--- config.mk ---
export PLATFORM = sky130hd
export DESIGN_NAME = btt_ctrl
export DESIGN_NICKNAME = d
export VERILOG_FILES = /design/src/btt_pkg.sv /design/src/btt_ctrl.sv
export SDC_FILE = /design/constraint.sdc
export NUM_CORES = 1
export LEC_CHECK = 0
export BUFFER_PORTS_ARGS = -buffer_cell sky130_fd_sc_hd__buf_2
export CORE_MARGIN = 2
export CORE_UTILIZATION = 59
export DETAILED_ROUTE_END_ITERATION = 6
export GPL_TIMING_DRIVEN = 0
export PLACE_DENSITY = 0.9
export SLEW_MARGIN = 30
export SYNTH_ARGS = -nofsm -noshare
export SYNTH_HDL_FRONTEND = slang
export SYNTH_SLANG_ARGS = --single-unit
--- constraint.sdc ---
create_clock -name clk -period 6.1 [get_ports clk]
set_input_delay 1.22 -clock clk [delete_from_list [all_inputs] [get_ports clk]]
set_output_delay 1.22 -clock clk [all_outputs]
set_load 0.03 [all_outputs]
--- src/btt_pkg.sv ---
// ----------------------------------------------------------------------------
// btt_pkg
// Shared constants, register codes and types of the batched tile transpose.
// ----------------------------------------------------------------------------
package btt_pkg;

	localparam int LANES_DEF     = 16;
	localparam int WORD_BITS_DEF = 32;

	// Stream payload layout: 16 word slots of 32 bits, index above them.
	localparam int SLOT_PITCH = 32;
	localparam int MAX_SLOTS  = 16;
	localparam int INDEX_W    = 32;
	localparam int S_DATA_W   = SLOT_PITCH * MAX_SLOTS;
	localparam int M_DATA_W   = S_DATA_W + INDEX_W;

	// Dimension registers.
	localparam int DIM_W       = 13;
	localparam int MAX_DIM     = 4096;
	localparam int BATCH_W     = 12;
	localparam int CFG_INDEX_W = 2;

	localparam logic [CFG_INDEX_W-1:0] REG_BATCH_COUNT  = 2'd0;
	localparam logic [CFG_INDEX_W-1:0] REG_ROW_COUNT    = 2'd1;
	localparam logic [CFG_INDEX_W-1:0] REG_COLUMN_COUNT = 2'd2;

	typedef enum logic [1:0] {
		ST_FILL,
		ST_MUL1,
		ST_MUL2,
		ST_EMIT
	} btt_state_t;

	// Control from the sequencer to the output register.
	typedef struct packed {
		logic               load;
		logic               tile_last;
		logic               job_last;
		logic [INDEX_W-1:0] index;
	} btt_emit_t;

endpackage

--- src/btt_ctrl.sv ---
// ----------------------------------------------------------------------------
// btt_ctrl
// Dimension registers, position counters, output index and drain sequencer.
// ----------------------------------------------------------------------------
module btt_ctrl import btt_pkg::*; #(
	parameter int LANES   = LANES_DEF,
	localparam int SLOT_W = $clog2(LANES)
) (
	input  logic                   clk,
	input  logic                   arst_n,
	input  logic                   cfg_valid,
	input  logic [CFG_INDEX_W-1:0] cfg_index,
	input  logic [DIM_W-1:0]       cfg_data,
	output logic                   cfg_ready,
	input  logic                   in_valid,
	output logic                   in_ready,
	input  logic                   out_free,
	output logic                   wr_en,
	output logic [SLOT_W-1:0]      wr_slot,
	output logic [SLOT_W-1:0]      rd_col,
	output btt_emit_t              emit
);

	localparam int MAX_CHUNKS = (MAX_DIM + LANES - 1) / LANES;
	localparam int CHUNK_W    = $clog2(MAX_CHUNKS);
	localparam int MAX_RCH    = MAX_DIM / LANES;
	localparam int RCH_W      = $clog2(MAX_RCH + 1);
	localparam int DIV_K      = 17;
	localparam int DIV_RECIP  = ((1 << DIV_K) + LANES - 1) / LANES;
	localparam int PROD_W     = DIM_W + DIV_K;
	localparam int COL_W      = DIM_W + 1;
	localparam int P1_W       = BATCH_W + COL_W;
	localparam int RST_RCH    = 16 / LANES;
	localparam int RST_CHUNKS = (16 + LANES - 1) / LANES;

	// Exact floor(v / LANES) for 13-bit v by reciprocal multiply.
	function automatic logic [DIM_W-1:0] div_l(input logic [DIM_W-1:0] v);
		logic [PROD_W-1:0] p;
		p = PROD_W'(v) * PROD_W'(DIV_RECIP);
		return p[DIV_K +: DIM_W];
	endfunction

	btt_state_t state_q, state_d;

	// derived dimensions
	logic [DIM_W-1:0]   batches_q, cols_q, chunks_q, rows_q;
	logic [RCH_W-1:0]   row_chunks_q;
	// position
	logic [BATCH_W-1:0] batch_q;
	logic [CHUNK_W-1:0] chunk_q;
	logic [BATCH_W-1:0] row_q;
	logic [RCH_W-1:0]   rchunk_q;
	logic [SLOT_W-1:0]  slot_q;
	// tile snapshot and drain
	logic [BATCH_W-1:0] snap_batch_q;
	logic [COL_W-1:0]   snap_base_q;
	logic [RCH_W-1:0]   snap_rch_q;
	logic               last_tile_q;
	logic [SLOT_W-1:0]  last_c_q, col_q;
	logic [P1_W-1:0]    p1_q;
	logic [INDEX_W-1:0] idx_q;

	logic               cfg_wr, acc, tile_end, has_cols, col_done;
	logic [DIM_W-1:0]   cfg_dim, cfg_rq, cfg_rch, cfg_chunks;
	logic [DIM_W-1:0]   row_inc, chunk_inc, batch_inc;
	logic               row_wrap, chunk_wrap, batch_wrap;
	logic [COL_W-1:0]   base_col, col_rem;
	logic [SLOT_W-1:0]  last_c;

	assign cfg_ready = 1'b1;
	assign cfg_wr    = cfg_valid && cfg_ready;

	always_comb begin
		cfg_dim = cfg_data;
		if (cfg_data == '0) begin
			cfg_dim = DIM_W'(1);
		end else if (cfg_data > DIM_W'(MAX_DIM)) begin
			cfg_dim = DIM_W'(MAX_DIM);
		end
		cfg_rq  = div_l(cfg_data);
		cfg_rch = cfg_rq;
		if (cfg_rq == '0) begin
			cfg_rch = DIM_W'(1);
		end else if (cfg_rq > DIM_W'(MAX_RCH)) begin
			cfg_rch = DIM_W'(MAX_RCH);
		end
		cfg_chunks = div_l(cfg_dim + DIM_W'(LANES - 1));
	end

	assign acc        = in_valid && in_ready;
	assign tile_end   = slot_q == SLOT_W'(LANES - 1);
	assign row_inc    = DIM_W'(row_q) + DIM_W'(1);
	assign chunk_inc  = DIM_W'(chunk_q) + DIM_W'(1);
	assign batch_inc  = DIM_W'(batch_q) + DIM_W'(1);
	assign row_wrap   = row_inc >= rows_q;
	assign chunk_wrap = chunk_inc >= chunks_q;
	assign batch_wrap = batch_inc >= batches_q;

	// columns of this chunk that fall inside the column count
	always_comb begin
		base_col = COL_W'(chunk_q) * COL_W'(LANES);
		has_cols = base_col < COL_W'(cols_q);
		col_rem  = COL_W'(cols_q) - base_col - COL_W'(1);
		last_c   = col_rem[SLOT_W-1:0];
		if (col_rem >= COL_W'(LANES - 1)) begin
			last_c = SLOT_W'(LANES - 1);
		end
	end

	assign col_done = col_q == last_c_q;

	always_comb begin
		state_d = state_q;
		case (state_q)
			ST_FILL: begin
				if (acc && tile_end && has_cols) begin
					state_d = ST_MUL1;
				end
			end
			ST_MUL1: state_d = ST_MUL2;
			ST_MUL2: state_d = ST_EMIT;
			ST_EMIT: begin
				if (out_free && col_done) begin
					state_d = ST_FILL;
				end
			end
			default: state_d = ST_FILL;
		endcase
	end

	always_comb begin
		in_ready       = 1'b0;
		emit.load      = 1'b0;
		case (state_q)
			ST_FILL: in_ready  = 1'b1;
			ST_EMIT: emit.load = out_free;
			default: ;
		endcase
		emit.tile_last = col_done;
		emit.job_last  = col_done && last_tile_q;
		emit.index     = idx_q;
	end

	assign wr_en   = acc;
	assign wr_slot = slot_q;
	assign rd_col  = col_q;

	always_ff @(posedge clk or negedge arst_n) begin
		if (!arst_n) begin
			state_q      <= ST_FILL;
			batches_q    <= DIM_W'(1);
			cols_q       <= DIM_W'(16);
			chunks_q     <= DIM_W'(RST_CHUNKS);
			row_chunks_q <= RCH_W'(RST_RCH);
			rows_q       <= DIM_W'(RST_RCH * LANES);
			batch_q      <= '0;
			chunk_q      <= '0;
			row_q        <= '0;
			rchunk_q     <= '0;
			slot_q       <= '0;
			col_q        <= '0;
		end else begin
			state_q <= state_d;
			if (cfg_wr) begin
				case (cfg_index)
					REG_BATCH_COUNT:  batches_q <= cfg_dim;
					REG_ROW_COUNT: begin
						row_chunks_q <= RCH_W'(cfg_rch);
						rows_q       <= DIM_W'(cfg_rch * DIM_W'(LANES));
					end
					REG_COLUMN_COUNT: begin
						cols_q   <= cfg_dim;
						chunks_q <= cfg_chunks;
					end
					default: ;
				endcase
			end
			if (acc) begin
				if (row_wrap) begin
					row_q    <= '0;
					rchunk_q <= '0;
					slot_q   <= '0;
					if (chunk_wrap) begin
						chunk_q <= '0;
						batch_q <= batch_wrap ? '0 : batch_inc[BATCH_W-1:0];
					end else begin
						chunk_q <= chunk_inc[CHUNK_W-1:0];
					end
				end else begin
					row_q <= row_inc[BATCH_W-1:0];
					if (tile_end) begin
						slot_q   <= '0;
						rchunk_q <= rchunk_q + RCH_W'(1);
					end else begin
						slot_q <= slot_q + SLOT_W'(1);
					end
				end
				if (tile_end) begin
					col_q <= '0;
				end
			end
			if (emit.load) begin
				col_q <= col_q + SLOT_W'(1);
			end
		end
	end

	// tile snapshot and index arithmetic
	always_ff @(posedge clk) begin
		if (acc && tile_end) begin
			snap_batch_q <= batch_q;
			snap_base_q  <= base_col;
			snap_rch_q   <= rchunk_q;
			last_tile_q  <= row_wrap && chunk_wrap && batch_wrap;
			last_c_q     <= last_c;
		end
		case (state_q)
			ST_MUL1: p1_q <= P1_W'(snap_batch_q) * P1_W'(cols_q) + P1_W'(snap_base_q);
			ST_MUL2: idx_q <= INDEX_W'(p1_q) * INDEX_W'(row_chunks_q) + INDEX_W'(snap_rch_q);
			ST_EMIT: begin
				if (emit.load) begin
					idx_q <= idx_q + INDEX_W'(row_chunks_q);
				end
			end
			default: ;
		endcase
	end

endmodule

Word-level counts from Yosys, hierarchy flattened
Cells that the tools add are included.
{"block": "totals", "register_bits": 187, "output_inout_bits": 46}
{"block": "op_classes", "n_mul": 2, "n_eq_ne": 10, "reduce_logical": 24, "add_sub_neg": 12, "n_lt_le_gt_ge": 7, "mux": 21}
{"op": "$add A32 B9 Y32", "n": 2}
{"op": "$pmux W32 S2", "n": 1}
{"op": "$mux W9", "n": 4}
{"op": "$mul A26 B9 Y32", "n": 1}
{"op": "$mux W32", "n": 1}
{"op": "$add A12 B1 Y13 const B", "n": 2}
{"op": "$add A25 B12 Y26", "n": 1}
{"op": "$ge A13 B13 Y1", "n": 2}
{"op": "$mux W13", "n": 2}
{"op": "$mul A12 B13 Y25", "n": 1}
{"op": "$mux W12", "n": 2}
{"op": "$mux W4", "n": 5}
{"op": "$reduce_and A2 Y1", "n": 8}
{"op": "$ge A14 B4 Y1 const B", "n": 1}
{"op": "$sub A13 B12 Y14", "n": 1}
{"op": "$sub A14 B1 Y14 const B", "n": 1}
{"op": "$add A13 B4 Y13 const B", "n": 1}
{"op": "$gt A13 B13 Y1 const B", "n": 1}
{"op": "$logic_not A13 Y1", "n": 1}
{"op": "$lt A12 B13 Y1", "n": 1}
{"op": "$logic_not A10 Y1", "n": 1}
{"op": "$add A8 B1 Y9 const B", "n": 1}
{"op": "$add A9 B1 Y9 const B", "n": 1}
{"op": "$ge A9 B9 Y1", "n": 1}
{"op": "other kinds (15)", "n": 33}

Logic depth before layout (Yosys ltp)
Gate-level depths: netlist of the first run.
{"block": "depth", "depth_word": 7, "depth_mapped": 22, "ltp_nobuf": 20}

Least setup slack after synthesis of the first run
Ideal clock, no wire load.
{"block": "synth_path", "kind": "register -> register", "from": "reg row_chunks_q[0]", "to": "reg idx_q[31] (data pin)", "n_path_buf": 2, "stages_incl_launch_ff": 21, "synth_period_minus_slack_ns": 5.947, "arrival_ns": 5.691, "t_required_ns": 5.844, "setup_time_ns": 0.256, "setup_slack_ns": 0.153, "path_cell_list": "dfstp_2 clkbuf_1 clkbuf_1 nand2_1 fa_1 inv_1 fa_1 fa_1 fa_1 inv_1 fa_1 inv_1 ha_1 a21oi_1 nor2_1 a211oi_1 a21boi_0 a21bo_2 a221o_1 and3_1 o211a_1"}
{"block": "synth_via", "elab_chain_len": 3}
{"item": "start, declared", "line": "btt_ctrl.sv:47", "rtl": "logic [RCH_W-1:0] row_chunks_q;"}
{"item": "start signal, assigned", "line": "btt_ctrl.sv:154", "rtl": "row_chunks_q <= RCH_W'(RST_RCH);"}
{"item": "start signal, assigned", "line": "btt_ctrl.sv:168", "rtl": "row_chunks_q <= RCH_W'(cfg_rch);"}
{"item": "$mul A26 B9 Y32 or $add A32 B9 Y32 (tied branches)", "line": "btt_ctrl.sv:219, btt_ctrl.sv:222"}
{"item": "$add A32 B9 Y32 or $mux W32 (tied branches)", "line": "btt_ctrl.sv:219, btt_ctrl.sv:221"}
{"item": "$pmux W32 S2 (*)", "line": "btt_ctrl.sv:217", "rtl": "case (state_q)"}
{"item": "end signal, assigned", "line": "btt_ctrl.sv:219", "rtl": "ST_MUL2: idx_q <= INDEX_W'(p1_q) * INDEX_W'(row_chunks_q) + INDEX_W'(snap_rch_q);"}
{"item": "end signal, assigned", "line": "btt_ctrl.sv:222", "rtl": "idx_q <= idx_q + INDEX_W'(row_chunks_q);"}
{"item": "end, declared", "line": "btt_ctrl.sv:61", "rtl": "logic [INDEX_W-1:0] idx_q;"}
Mark *: on every way between the ends. The rest lies on a longest branch, timed or not. The select of a mux whose other input is x is not followed.
A chain may end at the register's enable or synchronous reset.

Worst setup path in the final report of the first run
{"block": "layout_path", "from": "reg row_chunks_q[1]", "to": "reg idx_q[31] (data pin)"}
The elaborated chain is that of the path after synthesis.

==> results_tabular.tex, run 1 <==
\begin{tabular}{lr}
\hline
Metric & Value \\
\hline
\multicolumn{2}{l}{\textbf{Synth}} \\
Post-synthesis sequential area ratio & 22.9\% \\
Synthesized area divided by synthesized cell count & 9.46 µm² \\
Share of async-settable or async-resettable flops after synthesis & around half \\
Total nets after synthesis & 2,896 \\
Yosys top cell by area & fa\_1 \\
Portion of synthesized cell area occupied by the leading cell type & 26.1\% \\
Leading cell type by number of instances after synthesis & nand2\_1 \\
Post-synthesis cell area & 22,500 µm² \\
Post-synth EDFFs & 92 \\
Count of synthesis-stage warnings from yosys & 0 \\
Instance count of the mapped netlist & approximately 2,400 \\
Leading post-synthesis cells by instance count & nand2\_1 (334), inv\_1 (325), fa\_1 (293), and2\_1 (222), ha\_1 (208) \\
Count of different cell masters after synthesis & 75 \\
Synth Register Bits & 187 \\
Main area contributors after synthesis & fa\_1 (26\%), edfxtp\_1 (12\%), ha\_1 (12\%) \\
Post-synth top flop & edfxtp\_1 \\
\multicolumn{2}{l}{\textbf{STA}} \\
Count of pins over their slew limit & 0 \\
Post-layout minimum cycle time & 6.05 ns \\
FMAX & 0.165 GHz \\
Count of final hold-check violations & 0 \\
Least-Margin Pin Slew & 0.829 ns \\
Relative slew slack & between 40\% and 50\% \\
Final setup skew & $\sim$0.015 ns \\
Ratio of final minimum period to clock period & 99.2\% \\
Worst hold-check slack & 0.492 ns \\
Number of failing setup endpoints in the final timing report & 0 \\
\multicolumn{2}{l}{\textbf{Hold path}} \\
WHS Endpoint & batches\_q[10] \\
Worst min-delay path category & reg2reg \\
Hold path start & batches\_q[10] \\
Hold path depth & 2 \\
\multicolumn{2}{l}{\textbf{Placement}} \\
Placed standard-cell area & 23,500 µm² \\
Placer Congestion & 0.962 \\
Instance count after placement with tap cells included & between 2,000 and 3,000 \\
HPWL after detailed placement & 44,300 µm \\
Count of buffers inserted at the top-level ports & 64 \\
\multicolumn{2}{l}{\textbf{Floorplan}} \\
Die outline width & 199 µm \\
\# rows & between 70 and 80 \\
IO Count & 66 \\
Overall die height & around 200 µm \\
Effective utilization at floorplan & 59.8\% \\
Core Area & between 30,000 and 40,000 µm² \\
Total die area & 39,700 µm² \\
\multicolumn{2}{l}{\textbf{Routing}} \\
Count of nets left with antenna violations after detail routing & 0 \\
Wire length after detailed routing & about 60,000 µm \\
Detail-routed net length per standard cell & about 20 µm \\
Ratio of routed vias to standard cells & 6.07 \\
Number of detailed-routing iterations run before antenna repair & 6 \\
Overall via count from detail\_route & $\sim$18,000 \\
Detailed Route Iter0 Violations & 1,638 \\
Count of unresolved DRC violations after routing & 0 \\
\multicolumn{2}{l}{\textbf{Finish}} \\
Final std cell area, no fill & 24,500 µm² \\
Share of cells above drive strength 1 & 8.76\% \\
Final nets & 2,998 \\
Final cell utilization of the core & 65.3\% \\
Number of fill cells in the layout & 2,655 \\
Count of placed standard cells in the final layout, fillers left out & approximately 3,000 \\
Area overhead of the layout relative to synthesis & 9.16\% \\
\multicolumn{2}{l}{\textbf{Global routing}} \\
Number of antenna violations at the first check in global routing & 0 \\
Maximum number of pins on one net before global-route repair & 71 \\
Number of global-route vias before repair & 18,800 \\
Total overflow reported by the global router & 0 \\
First-pass GRT wire length & approximately 94,000 µm \\
All-Layer GR Usage & a little under a third \\
\multicolumn{2}{l}{\textbf{Critical path}} \\
Chain of cells forming the critical path & clkbuf\_8, buf\_6, nand2\_1, fa\_1, inv\_1, fa\_1, inv\_1, fa\_1, inv\_1, fa\_1, inv\_1, fa\_1, inv\_1, ha\_2, a21oi\_2, nor2\_1, a211oi\_2, a21boi\_2, buf\_4, a21bo\_2, a221o\_1, and3\_1, o211a\_1 \\
Startpoint kind of the worst setup timing path & flop \\
Critical path class & reg2reg \\
Setup slack of the worst register-to-register path & around 0.050 ns \\
R2r startpoint & row\_chunks\_q[1] \\
Delay of the slowest cell on the worst path & roughly 0.53 ns \\
Worst-path cell with the longest stage delay & fa\_1 \\
Setup crit end kind & flop \\
CP max FO & 10 \\
Critical path data required time & 6.31 ns \\
Critical register-to-register path endpoint & idx\_q[31] \\
Arrival time of data at the critical path endpoint & 6.26 ns \\
Cell count of the worst reg-to-reg path & 23 \\
\multicolumn{2}{l}{\textbf{Clock network}} \\
Clk\_lat worst skew & 0.46 ns \\
\# H-tree levels & 4 \\
Number of sinks driven by the clock tree & 187 \\
Root buffer cell & clkbuf\_16 \\
Hold-fix buffer count after cts & 0 \\
CTS Buffer Depth & 2 \\
Clock-pin slew reported for the worst setup and hold paths after clock tree synthesis & roughly 0.080 ns \\
TritonCTS clock tree & done \\
Number of clock buffers inserted by TritonCTS & 17 \\
\multicolumn{2}{l}{\textbf{Status}} \\
Outcome & finished, final reports clean \\
\multicolumn{2}{l}{\textbf{Flow run}} \\
Max\_cap viols & 0 \\
\hline
\end{tabular}
per-layer routing:
metal,vias to the layer above,global-route usage (%),wire length [µm]
met1,8925,35.8,21600
met4,0,17.4,3890
met5,-,0,0
met2,1060,52.7,29400
li1,7942,-,-
met3,306,6.04,5170
flip-flops by register name (all words and copies together), names as in the netlist:
register / flops
batch_q: 12
batches_q: 13
chunk_q: 8
chunks_q: 9
cols_q: 13
idx_q: 32
last_c_q: 4
last_tile_q: 1
p1_q: 26
rchunk_q: 9
rd_col: 4
row_chunks_q: 9
row_q: 12
snap_base_q: 8
snap_batch_q: 12
snap_rch_q: 9
state_q: 2
wr_slot: 4
critical path, delay by kind of cell, from the launching register on:
family | cells | cell delay [ns]
AOI/OAI and AO/OA | 6 | 1.39
adders and majority gates | 6 | 2.75
buffers and inverters | 8 | 0.88
DFF | 1 | 0.41
and+or+nand+nor | 3 | 0.39
cells in the final DEF (no fill, tap or decap), types with 15 or more instances in the layout:
| cell type | instances |
|---|---|
| nand2_1 | 334 |
| clkbuf_1 | 33 |
| buf_4 | 23 |
| clkbuf_2 | 16 |
| dfrtp_1 | 77 |
| xnor2_1 | 55 |
| nor3_1 | 28 |
| inv_1 | 324 |
| nand4_1 | 18 |
| and3_1 | 24 |
| a21oi_1 | 67 |
| o21ai_0 | 126 |
| o21a_1 | 15 |
| a21o_1 | 36 |
| nand3_1 | 48 |
| and2_1 | 222 |
| ha_1 | 202 |
| xor2_1 | 60 |
| buf_2 | 63 |
| fa_1 | 293 |
| nor2_1 | 66 |
| edfxtp_1 | 92 |
| clkbuf_16 | 19 |
worst max-delay path by stage:
stage,from,endpoint,slack [ns],depth (start not counted)
finish,row_chunks_q[1],idx_q[31],0.05,23
floorplan,row_chunks_q[0],idx_q[31],0.15,20
global route,row_chunks_q[1],idx_q[31],-0.11,23
CTS,cols_q[12],p1_q[25],0.02,19
detailed placement,row_chunks_q[8],idx_q[25],-0.94,19
global placement,row_chunks_q[8],idx_q[25],-0.83,19
cell families (layout without fill, tap and decap cells):
logic type	after synthesis	count (layout)	share of synthesized area (%)
compound gates	343	343	9.61
simple gates	807	807	17.8
xor+xnor	115	115	4.48
fa+ha+maj	502	502	37.7
flops	187	187	22.9
mux	13	13	0.601
other cells	1	2	0.0167
buf+inv	407	522	6.86
final cells by class:
| class | count | area (µm²) | area share (%) |
|---|---|---|---|
| Tap cell | 511 | 639 | 2.61 |
| Antenna cell | 1 | 2.50 | 0.0102 |
| Multi-Input combinational cell | 1781 | 15900 | 64.8 |
| Sequential cell | 187 | 5160 | 21.0 |
| Clock inverter | 13 | 141 | 0.576 |
| Inverter | 328 | 1230 | 5.02 |
| Buffer | 73 | 415 | 1.69 |
| Timing Repair Buffer | 89 | 564 | 2.30 |
| Clock buffer | 19 | 475 | 1.94 |
what timing repair did:
item                                    in CTS  in global routing
endpoints found under the setup margin      23                 18
resized for setup                           48                 75
pin swaps                                    0                  4
buffers inserted                            10                 12
stage by stage:
| stage | setup slack, ns | TNS (ns) |
|---|---|---|
| after floorplan | 0.153 | 0 |
| after global placement | -0.827 | -9.57 |
| after detailed placement | -0.943 | -12.34 |
| after CTS | 0.0206 | 0 |
| after global routing | -0.105 | -0.221 |
| final | 0.0505 | 0 |
Power of run 1 is not shown: default switching activity piles up to over one toggle a cycle in this logic, so the estimate is an artifact.
==> run 2, diff against run 1 <==
--- a/config.mk
+++ b/config.mk
@@ -7,10 +7,10 @@
 export LEC_CHECK = 0
 export BUFFER_PORTS_ARGS = -buffer_cell sky130_fd_sc_hd__buf_2
 export CORE_MARGIN = 2
-export CORE_UTILIZATION = 59
+export CORE_UTILIZATION = 50
 export DETAILED_ROUTE_END_ITERATION = 6
 export GPL_TIMING_DRIVEN = 0
-export PLACE_DENSITY = 0.9
+export PLACE_DENSITY = 0.8
 export SLEW_MARGIN = 30
 export SYNTH_ARGS = -nofsm -noshare
 export SYNTH_HDL_FRONTEND = slang
==> run 2 against run 1 <==
Net effect: global-route usage down 6.4 points; sequential cell count unchanged; sequential share of layout area barely moved; fmax grew 1.9%; hold slack worse by 0.0074 ns; first-iteration DRC count decreased by 14%; critical path depth down 5; non-clock buffer count decreased by 3; clock-buffer cell count decreased by 1; largest cell class unchanged.
==> results_tabular.tex, run 2 (synthesis results as in run 1) <==
\begin{tabular}{lr}
\hline
Metric & Value \\
\hline
\multicolumn{2}{l}{\textbf{Routing}} \\
Count of nets left with antenna violations after detail routing & 0 \\
Ratio of routed vias to standard cells & 5.62 \\
Number of detailed-routing iterations run before antenna repair & 5 \\
Count of unresolved DRC violations after routing & 0 \\
Overall via count from detail\_route & 17,300 \\
Wire length after detailed routing & 55,000 µm \\
Detail-routed net length per standard cell & 17.9 µm \\
Detailed Route Iter0 Violations & 1,409 \\
\multicolumn{2}{l}{\textbf{Floorplan}} \\
Total die area & between 40,000 and 50,000 µm² \\
Die outline width & 216 µm \\
IO Count & 66 \\
Overall die height & approximately 220 µm \\
Core Area & 44,300 µm² \\
Effective utilization at floorplan & 50.7\% \\
\# rows & 77 \\
\multicolumn{2}{l}{\textbf{Clock network}} \\
Clk\_lat worst skew & 0.49 ns \\
\# H-tree levels & 4 \\
Hold-fix buffer count after cts & 0 \\
Clock-pin slew reported for the worst setup and hold paths after clock tree synthesis & 0.08 ns \\
Number of sinks driven by the clock tree & 187 \\
Root buffer cell & clkbuf\_16 \\
Number of clock buffers inserted by TritonCTS & 17 \\
TritonCTS clock tree & done \\
CTS Buffer Depth & 2 \\
\multicolumn{2}{l}{\textbf{Global routing}} \\
Total overflow reported by the global router & 0 \\
First-pass GRT wire length & 90,300 µm \\
Number of global-route vias before repair & between 15,000 and 20,000 \\
Met2 GRT Util & 42.5\% \\
All-Layer GR Usage & 24.2\% \\
Maximum number of pins on one net before global-route repair & 67 \\
Met1 Usage GRT & between 30\% and 40\% \\
Number of antenna violations at the first check in global routing & 0 \\
Met3 track demand over resource & 3.76\% \\
Grt peak-use layer & met2 \\
\multicolumn{2}{l}{\textbf{Critical path}} \\
Number of buffers and inverters on the critical path & 3 \\
Startpoint kind of the worst setup timing path & flop \\
Chain of cells forming the critical path & buf\_6, buf\_2, nand2\_1, fa\_1, inv\_1, fa\_1, fa\_1, fa\_1, ha\_1, ha\_1, a21oi\_1, o21ai\_0, a311o\_1, a21oi\_1, a21bo\_2, a221o\_1, and3\_1, o31ai\_1 \\
Critical register-to-register path endpoint & idx\_q[29] \\
Stages on worst setup path & 18 \\
Cell family with most CP delay & adder cells \\
Setup slack of the worst register-to-register path & 0.16 ns \\
Arrival time of data at the critical path endpoint & roughly 6.2 ns \\
CP max FO & 10 \\
CP startpoint & row\_chunks\_q[2] \\
R2r startpoint & row\_chunks\_q[2] \\
Cell occurring most often along the worst timing path & fa\_1 \\
Delay of the slowest cell on the worst path & 0.55 ns \\
Critical path class & reg2reg \\
Cell count of the worst reg-to-reg path & 18 \\
Critical path data required time & 6.39 ns \\
End point of the critical path & idx\_q[29] \\
Setup crit end kind & flop \\
Worst-path cell with the longest stage delay & fa\_1 \\
\multicolumn{2}{l}{\textbf{Flow run}} \\
Max\_cap viols & 0 \\
\multicolumn{2}{l}{\textbf{STA}} \\
Number of failing setup endpoints in the final timing report & 0 \\
Count of final hold-check violations & 0 \\
Ratio of final minimum period to clock period & 97.3\% \\
Post-layout minimum cycle time & 5.94 ns \\
Relative slew slack & a little over two fifths \\
Least-Margin Pin Slew & 0.858 ns \\
Final setup skew & 0.0147 ns \\
Count of pins over their slew limit & 0 \\
FMAX & 0.168 GHz \\
\multicolumn{2}{l}{\textbf{Finish}} \\
Most frequent cells in the layout & nand2\_1 (334), inv\_1 (324), fa\_1 (293) \\
Final std cell area, no fill & between 20,000 and 25,000 µm² \\
Share of cells above drive strength 1 & 8.28\% \\
Final cell utilization of the core & a little under three fifths \\
Largest Register & idx\_q \\
Max reg flops & 32 \\
Area overhead of the layout relative to synthesis & 9.08\% \\
Commonest non-fill, non-tap cell in the layout & nand2\_1 \\
Final nets & 2,995 \\
Total inserted antenna cells & 0 \\
Number of fill cells in the layout & 3,755 \\
Registers with the most flip-flops & idx\_q: 32 flops, p1\_q: 26 flops \\
\multicolumn{2}{l}{\textbf{Hold path}} \\
Hold path start & chunks\_q[0] \\
Worst min-delay path category & reg2reg \\
\multicolumn{2}{l}{\textbf{Placement}} \\
Count of buffers inserted at the top-level ports & 64 \\
Placer Congestion & 0.954 \\
Placed standard-cell area & 23,600 µm² \\
HPWL after detailed placement & 44,000 µm \\
\multicolumn{2}{l}{\textbf{Status}} \\
Outcome & finished, final reports clean \\
\hline
\end{tabular}
run 2: changes by cell type in the layout (fill, tap and decap cells not counted), moves of 2 or more:
cell	change
clkbuf_2	+3
ha_1	+2
clkbuf_4	-3
clkbuf_16	-2
clkinv_4	+4
buf_8	-2
dfrtp_1	+4
ha_4	-2
clkbuf_1	+3
buf_4	-5
buf_2	+3
dfrtp_2	-4
run 2: layout make-up:
| class | count | area, µm² | area share, % |
|---|---|---|---|
| Multi-Input combinational cell | 1781 | 15900 | 64.8 |
| Inverter | 328 | 1230 | 5.02 |
| Timing Repair Buffer | 82 | 512 | 2.09 |
| Clock inverter | 14 | 155 | 0.633 |
| Buffer | 77 | 402 | 1.64 |
| Sequential cell | 187 | 5160 | 21.0 |
| Tap cell | 592 | 741 | 3.02 |
| Clock buffer | 18 | 429 | 1.75 |
run 2: metal layers:
layer	wire [µm]	part of all wire [%]
met1	22300	41
met2	27400	50
met3	3440	6.3
met4	1840	3.3
met5	0	0
run 2: worst reg2reg max path, cell delays in order, from the launching register on:
cell	delay, ns
dfrtp_2	0.42
buf_6	0.19
buf_2	0.26
nand2_1	0.12
fa_1	0.55
inv_1	0.05
fa_1	0.53
fa_1	0.45
fa_1	0.49
ha_1	0.31
ha_1	0.35
a21oi_1	0.21
o21ai_0	0.17
a311o_1	0.42
a21oi_1	0.14
a21bo_2	0.26
a221o_1	0.34
and3_1	0.20
o31ai_1	0.27
run 2: per-stage QoR:
step	instances	hold WS (ns)	setup slack, ns	TNS [ns]
5_1_grt	3079	0.501	-0.0163	-0.0338
6_report	3079	0.484	0.162	0
3_3_place_gp	3031	0.466	-0.774	-9.84
4_1_cts	3065	0.484	0.00507	0
2_1_floorplan	2375	0.450	0.153	0
3_5_place_dp	3033	0.473	-0.900	-11.78
run 2: worst min-delay path by stage:
stage,endpoint,cells past startpoint
detailed placement,chunks_q[6],2
global route,chunks_q[0],2
CTS,chunks_q[0],2
finish,chunks_q[0],2
floorplan,batches_q[10],2
global placement,chunks_q[6],2
run 2: timing repair:
| item | 4_1_cts | 5_1_grt |
|---|---|---|
| resized for setup | 41 | 80 |
| setup endpoints to repair | 23 | 18 |
| cloned | 0 | 0 |
| buffers inserted | 2 | 13 |
| pin swaps | 0 | 2 |
Power of run 2 is left out for the same reason.
